File: src/hdl/i2rpb_pkg.sv
// Shared types, codes and constants for the register-write PWM bridge.
package i2rpb_pkg;

    localparam int unsigned CLK_HZ_W    = 27;
    localparam int unsigned PERIOD_W    = 16;
    localparam int unsigned WORD_W      = 16;
    localparam int unsigned PROD_W      = PERIOD_W + WORD_W;
    localparam int unsigned DIV_CNT_W   = $clog2(CLK_HZ_W);
    localparam int unsigned S_TDATA_W   = 8;
    localparam int unsigned M_TDATA_W   = 24;
    localparam int unsigned M_TUSER_W   = 3;
    localparam int unsigned CFG_IDX_W   = 1;

    localparam logic [CLK_HZ_W-1:0] CLK_HZ_RESET = CLK_HZ_W'(48000000);
    localparam logic [PERIOD_W-1:0] PERIOD_RESET = PERIOD_W'(1000);

    localparam logic [CFG_IDX_W-1:0] CFG_CLK_HZ = 1'b0;
    localparam logic [CFG_IDX_W-1:0] CFG_PERIOD = 1'b1;

    localparam logic REQ_BYTE = 1'b0;
    localparam logic REQ_STOP = 1'b1;

    typedef enum logic [1:0] {
        ACT_PRESCALER = 2'd0,
        ACT_COMPARE   = 2'd1,
        ACT_DIRECTION = 2'd2,
        ACT_REJECT    = 2'd3
    } action_t;

    typedef enum logic [1:0] {
        RK_PRESCALER,
        RK_COMPARE,
        RK_DIRECTION,
        RK_UNKNOWN
    } reg_kind_t;

    typedef enum logic [1:0] {
        ST_IDLE,
        ST_MULT,
        ST_DIV,
        ST_OUT
    } state_t;

    typedef struct packed {
        logic gather;
        logic mult;
        logic div_init;
        logic div_step;
        logic load_out;
        logic clear;
    } cmd_t;

    typedef struct packed {
        logic      complete;
        reg_kind_t kind;
        logic      prod_zero;
        logic      div_last;
        logic      out_free;
    } status_t;

    function automatic reg_kind_t reg_kind(input logic [7:0] id);
        reg_kind_t k;
        case (id)
            8'd1, 8'd2:                      k = RK_PRESCALER;
            8'd4, 8'd5, 8'd6, 8'd7,
            8'd10, 8'd11:                    k = RK_COMPARE;
            8'd12:                           k = RK_DIRECTION;
            default:                         k = RK_UNKNOWN;
        endcase
        return k;
    endfunction

endpackage

File: src/hdl/i2rpb_ctrl.sv
// Sequencer for gathering, prescaler division and result hand-off.
module i2rpb_ctrl
    import i2rpb_pkg::*;
(
    input  logic    aclk,
    input  logic    aresetn,
    input  logic    s_tvalid,
    input  logic    s_tuser,
    output logic    s_tready,
    input  status_t status,
    output cmd_t    cmd
);

    state_t state_reg, state_next;

    always_ff @(posedge aclk) begin
        if (!aresetn) begin
            state_reg <= ST_IDLE;
        end else begin
            state_reg <= state_next;
        end
    end

    always_comb begin
        state_next = state_reg;
        cmd        = '0;
        s_tready   = 1'b0;
        case (state_reg)
            ST_IDLE: begin
                s_tready = 1'b1;
                if (s_tvalid) begin
                    if (s_tuser == REQ_BYTE) begin
                        cmd.gather = 1'b1;
                    end else if (status.complete) begin
                        case (status.kind)
                            RK_PRESCALER: begin
                                cmd.mult   = 1'b1;
                                state_next = ST_MULT;
                            end
                            RK_COMPARE, RK_DIRECTION: begin
                                state_next = ST_OUT;
                            end
                            default: begin
                                cmd.clear = 1'b1;
                            end
                        endcase
                    end
                end
            end
            ST_MULT: begin
                if (status.prod_zero) begin
                    state_next = ST_OUT;
                end else begin
                    cmd.div_init = 1'b1;
                    state_next   = ST_DIV;
                end
            end
            ST_DIV: begin
                cmd.div_step = 1'b1;
                if (status.div_last) begin
                    state_next = ST_OUT;
                end
            end
            ST_OUT: begin
                if (status.out_free) begin
                    cmd.load_out = 1'b1;
                    cmd.clear    = 1'b1;
                    state_next   = ST_IDLE;
                end
            end
            default: begin
                state_next = ST_IDLE;
            end
        endcase
    end

endmodule

File: src/hdl/i2rpb_dp.sv
// Gather registers, configuration, multiplier, restoring divider and output word.
module i2rpb_dp
    import i2rpb_pkg::*;
(
    input  logic                  aclk,
    input  logic                  aresetn,
    input  logic                  cfg_valid,
    input  logic [CFG_IDX_W-1:0]  cfg_index,
    input  logic [CLK_HZ_W-1:0]   cfg_data,
    input  logic [S_TDATA_W-1:0]  s_tdata,
    output logic                  m_tvalid,
    input  logic                  m_tready,
    output logic [M_TDATA_W-1:0]  m_tdata,
    output logic [M_TUSER_W-1:0]  m_tuser,
    input  cmd_t                  cmd,
    output status_t               status
);

    logic [CLK_HZ_W-1:0]  clk_hz_reg;
    logic [PERIOD_W-1:0]  period_reg;

    logic                 have_reg;
    logic [7:0]           reg_id_reg;
    logic [1:0]           cnt_reg;
    logic [WORD_W-1:0]    word_reg;

    logic [PROD_W-1:0]    prod_reg;
    logic [CLK_HZ_W-1:0]  quo_reg, quo_next;
    logic [CLK_HZ_W-1:0]  rem_reg, rem_next;
    logic [DIV_CNT_W-1:0] div_cnt_reg;

    logic                 m_valid_reg;
    logic [M_TDATA_W-1:0] m_data_reg;
    logic [M_TUSER_W-1:0] m_user_reg;

    logic [CLK_HZ_W:0]    rem_sh;
    logic                 ge;
    logic [CLK_HZ_W-1:0]  diff;

    action_t              act;
    logic                 tsel;
    logic [2:0]           chan;
    logic [WORD_W-1:0]    val;
    logic                 fwd, bwd;
    reg_kind_t            kind;

    assign kind = reg_kind(reg_id_reg);

    always_ff @(posedge aclk) begin
        if (!aresetn) begin
            clk_hz_reg <= CLK_HZ_RESET;
            period_reg <= PERIOD_RESET;
        end else if (cfg_valid) begin
            if (cfg_index == CFG_CLK_HZ) begin
                clk_hz_reg <= cfg_data;
            end else if (cfg_index == CFG_PERIOD) begin
                period_reg <= cfg_data[PERIOD_W-1:0];
            end
        end
    end

    always_ff @(posedge aclk) begin
        if (!aresetn) begin
            have_reg   <= 1'b0;
            reg_id_reg <= '0;
            cnt_reg    <= '0;
            word_reg   <= '0;
        end else if (cmd.clear) begin
            have_reg   <= 1'b0;
            reg_id_reg <= '0;
            cnt_reg    <= '0;
            word_reg   <= '0;
        end else if (cmd.gather) begin
            if (!have_reg) begin
                reg_id_reg <= s_tdata;
                have_reg   <= 1'b1;
            end else if (cnt_reg == 2'd0) begin
                word_reg[7:0] <= s_tdata;
                cnt_reg       <= 2'd1;
            end else if (cnt_reg == 2'd1) begin
                word_reg[15:8] <= s_tdata;
                cnt_reg        <= 2'd2;
            end
        end
    end

    assign rem_sh = {rem_reg, quo_reg[CLK_HZ_W-1]};
    assign ge     = ({{(PROD_W-CLK_HZ_W-1){1'b0}}, rem_sh} >= prod_reg);
    assign diff   = rem_sh[CLK_HZ_W-1:0] - prod_reg[CLK_HZ_W-1:0];

    always_comb begin
        rem_next = ge ? diff : rem_sh[CLK_HZ_W-1:0];
        quo_next = {quo_reg[CLK_HZ_W-2:0], ge};
    end

    always_ff @(posedge aclk) begin
        if (cmd.mult) begin
            prod_reg <= PROD_W'(period_reg) * PROD_W'(word_reg);
        end
        if (cmd.div_init) begin
            quo_reg     <= clk_hz_reg;
            rem_reg     <= '0;
            div_cnt_reg <= DIV_CNT_W'(CLK_HZ_W - 1);
        end else if (cmd.div_step) begin
            quo_reg     <= quo_next;
            rem_reg     <= rem_next;
            div_cnt_reg <= div_cnt_reg - DIV_CNT_W'(1);
        end
    end

    always_comb begin
        act  = ACT_REJECT;
        tsel = 1'b0;
        chan = '0;
        val  = '0;
        fwd  = 1'b0;
        bwd  = 1'b0;
        case (kind)
            RK_PRESCALER: begin
                tsel = (reg_id_reg == 8'd2);
                if (prod_reg == '0) begin
                    act = ACT_REJECT;
                end else begin
                    act = ACT_PRESCALER;
                    if (quo_reg != '0) begin
                        val = quo_reg[WORD_W-1:0] - WORD_W'(1);
                    end
                end
            end
            RK_COMPARE: begin
                act = ACT_COMPARE;
                if (reg_id_reg <= 8'd7) begin
                    chan = reg_id_reg[2:0] - 3'd3;
                end else begin
                    tsel = 1'b1;
                    chan = reg_id_reg[2:0] - 3'd7;
                end
                val = (word_reg > period_reg) ? period_reg : word_reg;
            end
            RK_DIRECTION: begin
                act = ACT_DIRECTION;
                fwd = word_reg[0];
                bwd = word_reg[8];
            end
            default: begin
                act = ACT_REJECT;
            end
        endcase
    end

    always_ff @(posedge aclk) begin
        if (!aresetn) begin
            m_valid_reg <= 1'b0;
        end else if (cmd.load_out) begin
            m_valid_reg <= 1'b1;
        end else if (m_tready) begin
            m_valid_reg <= 1'b0;
        end
    end

    always_ff @(posedge aclk) begin
        if (cmd.load_out) begin
            m_data_reg <= {3'b000, bwd, fwd, val, chan};
            m_user_reg <= {tsel, act};
        end
    end

    assign m_tvalid = m_valid_reg;
    assign m_tdata  = m_data_reg;
    assign m_tuser  = m_user_reg;

    assign status.complete  = have_reg && (cnt_reg == 2'd2);
    assign status.kind      = kind;
    assign status.prod_zero = (prod_reg == '0);
    assign status.div_last  = (div_cnt_reg == '0);
    assign status.out_free  = !m_valid_reg || m_tready;

endmodule

File: src/hdl/i2c_register_write_pwm_bridge.sv
// Top level of the bus register-write to PWM timer bridge.
// A data-byte word, and a stop that decodes nothing, are handled without leaving the idle state.
// A compare or direction stop passes through ST_OUT, which loads the registered result word once the output is free.
// A prescaler stop runs one multiply, then 27 restoring divider steps, one per
// cycle, then the output load; a zero divisor skips the divider and goes straight to the output load.
// aresetn is synchronous: configuration returns to 48 MHz and period 1000.
module i2c_register_write_pwm_bridge
    import i2rpb_pkg::*;
(
    input  logic                 aclk,
    input  logic                 aresetn,
    input  logic                 s_tvalid,
    output logic                 s_tready,
    input  logic [S_TDATA_W-1:0] s_tdata,   // [7:0] rx_byte
    input  logic                 s_tuser,   // [0] req_type
    output logic                 m_tvalid,
    input  logic                 m_tready,
    output logic [M_TDATA_W-1:0] m_tdata,   // [2:0] channel, [18:3] reg_value,
                                            // [19] dir_forward, [20] dir_backward
    output logic [M_TUSER_W-1:0] m_tuser,   // [1:0] action, [2] timer_sel
    input  logic                 cfg_valid,
    output logic                 cfg_ready,
    input  logic [CFG_IDX_W-1:0] cfg_index,
    input  logic [CLK_HZ_W-1:0]  cfg_data
);

    cmd_t    cmd;
    status_t status;

    assign cfg_ready = 1'b1;

    i2rpb_ctrl u_ctrl (
        .aclk     (aclk),
        .aresetn  (aresetn),
        .s_tvalid (s_tvalid),
        .s_tuser  (s_tuser),
        .s_tready (s_tready),
        .status   (status),
        .cmd      (cmd)
    );

    i2rpb_dp u_dp (
        .aclk      (aclk),
        .aresetn   (aresetn),
        .cfg_valid (cfg_valid),
        .cfg_index (cfg_index),
        .cfg_data  (cfg_data),
        .s_tdata   (s_tdata),
        .m_tvalid  (m_tvalid),
        .m_tready  (m_tready),
        .m_tdata   (m_tdata),
        .m_tuser   (m_tuser),
        .cmd       (cmd),
        .status    (status)
    );

endmodule

File: config.mk
export PLATFORM = sky130hd
export DESIGN_NAME = i2c_register_write_pwm_bridge
export DESIGN_NICKNAME = d
export VERILOG_FILES = /design/src/hdl/i2rpb_pkg.sv /design/src/hdl/i2rpb_ctrl.sv /design/src/hdl/i2rpb_dp.sv /design/src/hdl/i2c_register_write_pwm_bridge.sv
export SDC_FILE = /design/constraint.sdc
export NUM_CORES = 1
export LEC_CHECK = 0
export ABC_CLOCK_PERIOD_IN_PS = 8500
export BUFFER_PORTS_ARGS = -buffer_cell sky130_fd_sc_hd__buf_2
export CAP_MARGIN = 25
export CORE_MARGIN = 3
export CORE_UTILIZATION = 25
export DETAILED_ROUTE_END_ITERATION = 10
export GPL_TIMING_DRIVEN = 0
export MAX_ROUTING_LAYER = met4
export PLACE_DENSITY = 0.39
export SLEW_MARGIN = 10
export SYNTH_ARGS = -nofsm -noshare
export SYNTH_HDL_FRONTEND = slang
export SYNTH_SLANG_ARGS = --single-unit
export TNS_END_PERCENT = 5
File: constraint.sdc
create_clock -name aclk -period 8.5 [get_ports aclk]
set_input_delay 1.275 -clock aclk [delete_from_list [all_inputs] [get_ports aclk]]
set_output_delay 1.275 -clock aclk [all_outputs]
set_load 0.02 [all_outputs]
; Yosys cells after proc, flatten, opt, wreduce, memory -nomap -nowiden
; Memory sizes are Yosys's and may differ from the RTL's. A register that Yosys moved wholly into a read port is not among the register bits.
; Index checks and enable logic that the tools add are counted.
[classes]
div_mod_pow = 0
n_mul = 1
magnitude_cmp = 3
eq_ne = 14
n_shift = 0
n_bitwise = 4
n_reduce_logical = 23
muxes = 44
n_addsub = 5
[op_table]
columns = op, n
row1 = two-way mux 27 bit, 3
row2 = two-way mux 16 bit, 3
row3 = >= comparator 28 x 32 -> 1 bit, 1
row4 = logical NOT 32 bit, 1
row5 = multiplier 16 x 16 -> 32 bit, 1
row6 = one-hot mux 16 bit (2 select lines), 1
row7 = nonzero test 27 bit, 1
row8 = subtractor 27 bit, 1
row9 = two-way mux 2 bit, 12
row10 = two-way mux 1 bit, 17
row11 = greater-than comparator 16 bit, 1
row12 = subtractor 16 x 1 -> 16 bit (second input constant), 1
row13 = != test 2 bit (second input constant), 5
row14 = equality test 2 bit (second input constant), 4
row15 = equality test 8 x 2 -> 1 bit (second input constant), 1
row16 = less-or-equal comparator 8 x 3 -> 1 bit (second input constant), 1
row17 = two-way mux 4 bit, 2
row18 = one-hot mux 2 bit (4 select lines), 1
row19 = equality test 2 x 1 -> 1 bit (second input constant), 3
row20 = logical NOT 2 bit, 3
row21 = one-hot mux 2 bit (3 select lines), 1
row22 = AND reduction 2 bit, 3
row23 = AND reduction 3 bit, 2
row24 = AND reduction 6 bit, 1
row25 = other kinds (17), 24
[word_totals]
latchBits = 0
word_cells = 112
rom_bits = 32
ff_bits = 188
n_memories = 1
mem_bits_rw = 0
output_inout_bits = 30
[mem_list]
columns = memory, words, width, read_ports, rd_ports_with_merged_regs, write_ports, line
row1 = (no name shown), 16, 2, 1, 1, 0, i2rpb_pkg.sv:63  ; case (id)

; Depth between registers and ports, before layout
[logic_depth]
ltp_word = 11
ltp_mapped = 24

; Hierarchy
; From an unflattened synthesis, not the netlist that was laid out.
[unflattened]
hier_cells = 2027
hier_area_um2 = 18410.2
[by_module_without_submodules]
columns = module, seq_area_each_um2, n_inst, cells_per_inst, area_each_um2
row1 = i2rpb_dp, 4594.4, 1, 1990, 18088.6
row2 = i2rpb_ctrl, 40.0, 1, 35, 310.3
row3 = i2c_register_write_pwm_bridge, 0.0, 1, 2, 11.3

; Worst setup path before layout
; No wires, ideal clock.
[synth_timing]
path_type = reg-to-reg
start = reg u_dp.word_reg[8]
end = reg u_dp.prod_reg[31] (data pin)
setup_time_ps = 260
path_stages_with_launch = 25
n_path_buf = 2
synth_period_minus_slack_ps = 6647
path_slack_ps = 1853
arrival_time_ps = 6388
cell_sequence = dfxtp_1 clkbuf_1 clkbuf_1 nand2_1 fa_1 inv_1 fa_1 inv_1 fa_1 inv_1 fa_1 fa_1 inv_1 fa_1 inv_1 ha_1 and4_4 and2_4 a221oi_2 o21ai_2 a311o_1 a31o_2 a211o_1 a21oi_2 xnor2_1
[synth_via]
elab_chain_len = 1
[synth_lines]
columns = item, line
row1 = start: declaration, i2rpb_dp.sv:25  ; logic [WORD_W-1:0] word_reg;
row2 = start signal: assignment, i2rpb_dp.sv:81  ; word_reg[15:8] <= s_tdata;
row3 = multiplier 16 x 16 -> 32 bit, i2rpb_dp.sv:98  ; prod_reg <= PROD_W'(period_reg) * PROD_W'(word_reg);
row4 = end signal: assignment, i2rpb_dp.sv:98
row5 = end: declaration, i2rpb_dp.sv:27  ; logic [PROD_W-1:0] prod_reg;
; No other way between the ends.
; A chain may end at the register's enable or synchronous reset.

; Worst setup path after layout
[layout_timing]
start = reg u_dp.word_reg[8]
end = reg u_dp.prod_reg[28] (data pin)
; Same word-level chain as after synthesis.

==> out/qor.yml <==
synth_top_area_cell: "fa_1"
p_int_w: 0.00220
irDropWorstVdd_mv: 0.158
setup_viol: 0
area.sequential_sq_um: 4630
clkTransAtPathRegs_ns: 0.09
remaining_drc_errors: 0
run_status: "complete, no violations"
yosys_warnings: 0
r2r-end: "u_dp.prod_reg[28]"
core_area_sq_um: 73100
critPathMaxFanout: 10
die-area_sq_um: 77200
io_pins: 72
fin_skew_ns: 0.0184
synth_area_per_cell_sq_um: 9.00
synthToLayoutAreaGrowth_pct: 12.3
cts_tree: "built"
die_w_um: 278
top_layer_used: "met4"
finish.utilization_pct: 28.4
slew-limit-headroom_pct: 42.4
avgRoutedWirePerCell_um: 18.7
p_seq_share_pct: 34.5
gr-total-overflow: 0
required_ns: 8.73
period_needed_ns: 8.02
synth-edff-count: 83
path_class: "reg -> reg"
netlist_top_cells_count: "nand2_1, inv_1, fa_1"
drv_slew: 0
route.met2.wl_um: 26500
ff2ff_setup_slack_ns: 0.48
dp.final_hpwl_um: 47000
p_per_area_nw_per_um2: 184
clkPwrFrac_pct: 23.5
grt_pass1_vias: 14600
drt_iter0_drc: 1019
ys_ff_latch: 190
hold_violations: 0
clock_latency_ns: 0.50
worst_setup_path_start_kind: "register"
max_cap_violations: 0
cts_buffers: 17
gp_congestion: 0.872
finalSetupTns_ns: 0
netlist_instances: 2051
antenna_found_initial: 1
drtAntennaViolNets: 0
n_fill_cell: 7873
pre_cts_ws_ns: 0.467
vias_per_cell: 4.62
drtPass1Iterations: 5
met3_wirelength_um: 2250
ys_seq_area_share_pct: 25.1
die_height_um: 278
hold_depth: 2
layout-drive-gt1-share_pct: 6.49
largest_reg_flops: 32
netlist_area_sq_um: 18500
p_leak_nw: 9.72
p_sw_w: 0.00162
clockRootBuffer: "clkbuf_16"
placed_area_sq_um: 20100
holdCritStartpoint: "u_dp.clk_hz_reg[15]"
fin_nets: 2558
period_share_pct: 94.3
clockBufferDepth: 2
multi_input_area_sq_um: 12400
fmax_mhz: 125
tightestPinTransition_ns: 0.863
wl_um: 58400
portBuffers: 67
wl_met1_um: 28700
grt_usage_pct: 15.7
yosysMostFrequentCell: "nand2_1"
worstPathArrival_ns: 8.25
hold_class: "reg -> reg"
grt_pass1_wl_um: 89000
start_util_pct: 25.3
whs_endpoint: "u_dp.clk_hz_reg[15]"
post-route-cell-area_sq_um: 20700
comb_power_share_pct: 41.9
vias: 14400
cts_sinks: 190
synth_cell_type_count: 72
ys_top_cells_by_area: "fa_1, edfxtp_1, ha_1, dfxtp_1, nand2_1"
rr_startpoint: "u_dp.word_reg[8]"
postCtsHoldBufs: 0
synth_async_sr_flop_share_pct: 0
worst_slack_ns: 0.483
yosysTopAreaCellShare_pct: 21.1
power_w: 0.00382
rsz0062_at_grt: "no"
switching_share_pct: 42.5
reg2reg_depth: 23
htree_levels: 4
grt_max_degree: 29
synth_ff_type: "dfxtp_1"
end_kind: "register"
num_rows: 99
power by group through the flow:
stage                     Sequential (W)  Combinational [W]  Clock (W)
after floorplan                  0.00127            0.00116          0
after global placement           0.00133            0.00157          0
after detailed placement         0.00133            0.00160          0
after CTS                        0.00131            0.00161   0.000934
after global routing             0.00134            0.00180   0.000961
final                            0.00132            0.00160   0.000899
area by class of cell:
cell class	instances	area share, %
Multi-Input combinational cell	1481	59.8
Sequential cell	190	22.3
Tap cell	959	5.78
Inverter	293	5.30
Clock buffer	17	2.05
Timing Repair Buffer	71	1.91
Buffer	89	1.73
Clock inverter	15	1.07
Antenna cell	2	0.0241
metrics by stage:
stage                     std cells  hold WS [ns]
after floorplan                2053         0.439
after global routing           3115         0.491
after global placement         3079         0.454
after detailed placement       3082         0.459
final                          3117         0.469
after CTS                      3114         0.472
worst max-delay path, cell delays in order, from the launching register on:
cell and delay, ns:
dfxtp_1 0.41, clkbuf_1 0.68, clkbuf_1 0.54, nand2_1 0.15, fa_1 0.53, inv_1 0.06, fa_1 0.50, inv_1 0.06
fa_1 0.55, inv_1 0.06, fa_1 0.50, fa_1 0.54, inv_1 0.05, fa_1 0.52, inv_1 0.04, ha_1 0.38
and4_4 0.23, and2_4 0.16, and3_1 0.18, o21a_1 0.10, a41o_1 0.30, o311ai_0 0.75, mux2i_1 0.30, o2111ai_1 0.16
cell usage in the layout (no fill, tap or decap), types with 9 or more instances in the layout:
cell / n
and3_1: 13
a21o_1: 36
xnor2_1: 46
clkbuf_1: 79
dfxtp_1: 107
o21a_1: 9
nand2_1: 354
nand3_1: 31
ha_1: 178
and2_1: 105
mux2i_1: 40
nor2b_1: 15
o211ai_1: 9
a21boi_0: 29
nor3_1: 10
clkbuf_16: 17
nor2_1: 90
nand2b_1: 9
inv_1: 292
xor2_1: 22
fa_1: 195
edfxtp_1: 83
a211oi_1: 19
a21oi_1: 87
o21ai_0: 44
nor4_1: 12
nand4_1: 11
buf_2: 72
o22ai_1: 17
routing by layer:
metal | vias up | track usage, %
met5 | - | -
met4 | 0 | 3.79
met3 | 55 | 2.31
met2 | 269 | 24.0
met1 | 7201 | 21.9
li1 | 6865 | -
what timing repair did:
action | in CTS | in global routing
gates resized for setup | 0 | 1
endpoints found under the setup margin | 0 | 1
buffers inserted | 0 | 0
worst max path at each step:
| stage | depth (start not counted) | slack (ns) | endpoint | from |
|---|---|---|---|---|
| final | 23 | 0.48 | u_dp.prod_reg[28] | u_dp.word_reg[8] |
| after global routing | 24 | 0.23 | u_dp.prod_reg[27] | u_dp.word_reg[8] |
| after global placement | 24 | 0.40 | u_dp.prod_reg[27] | u_dp.word_reg[8] |
| after floorplan | 24 | 1.85 | u_dp.prod_reg[31] | u_dp.word_reg[8] |
| after detailed placement | 24 | 0.47 | u_dp.prod_reg[27] | u_dp.word_reg[8] |
| after CTS | 24 | 0.40 | u_dp.prod_reg[27] | u_dp.word_reg[8] |
logic make-up (layout without fill, tap and decap cells):
logic type / after synthesis / in the layout / share of synthesized area (%)
buf+inv: 382 / 485 / 7.89
fa+ha+maj: 373 / 373 / 33.2
compound gates: 300 / 300 / 10.7
simple gates: 693 / 693 / 17.5
flops: 190 / 190 / 25.1
mux: 42 / 42 / 2.29
xor+xnor: 69 / 69 / 3.27
other cells: 2 / 6 / 0.0407
No activity file was read; power rests on OpenSTA's default activity.
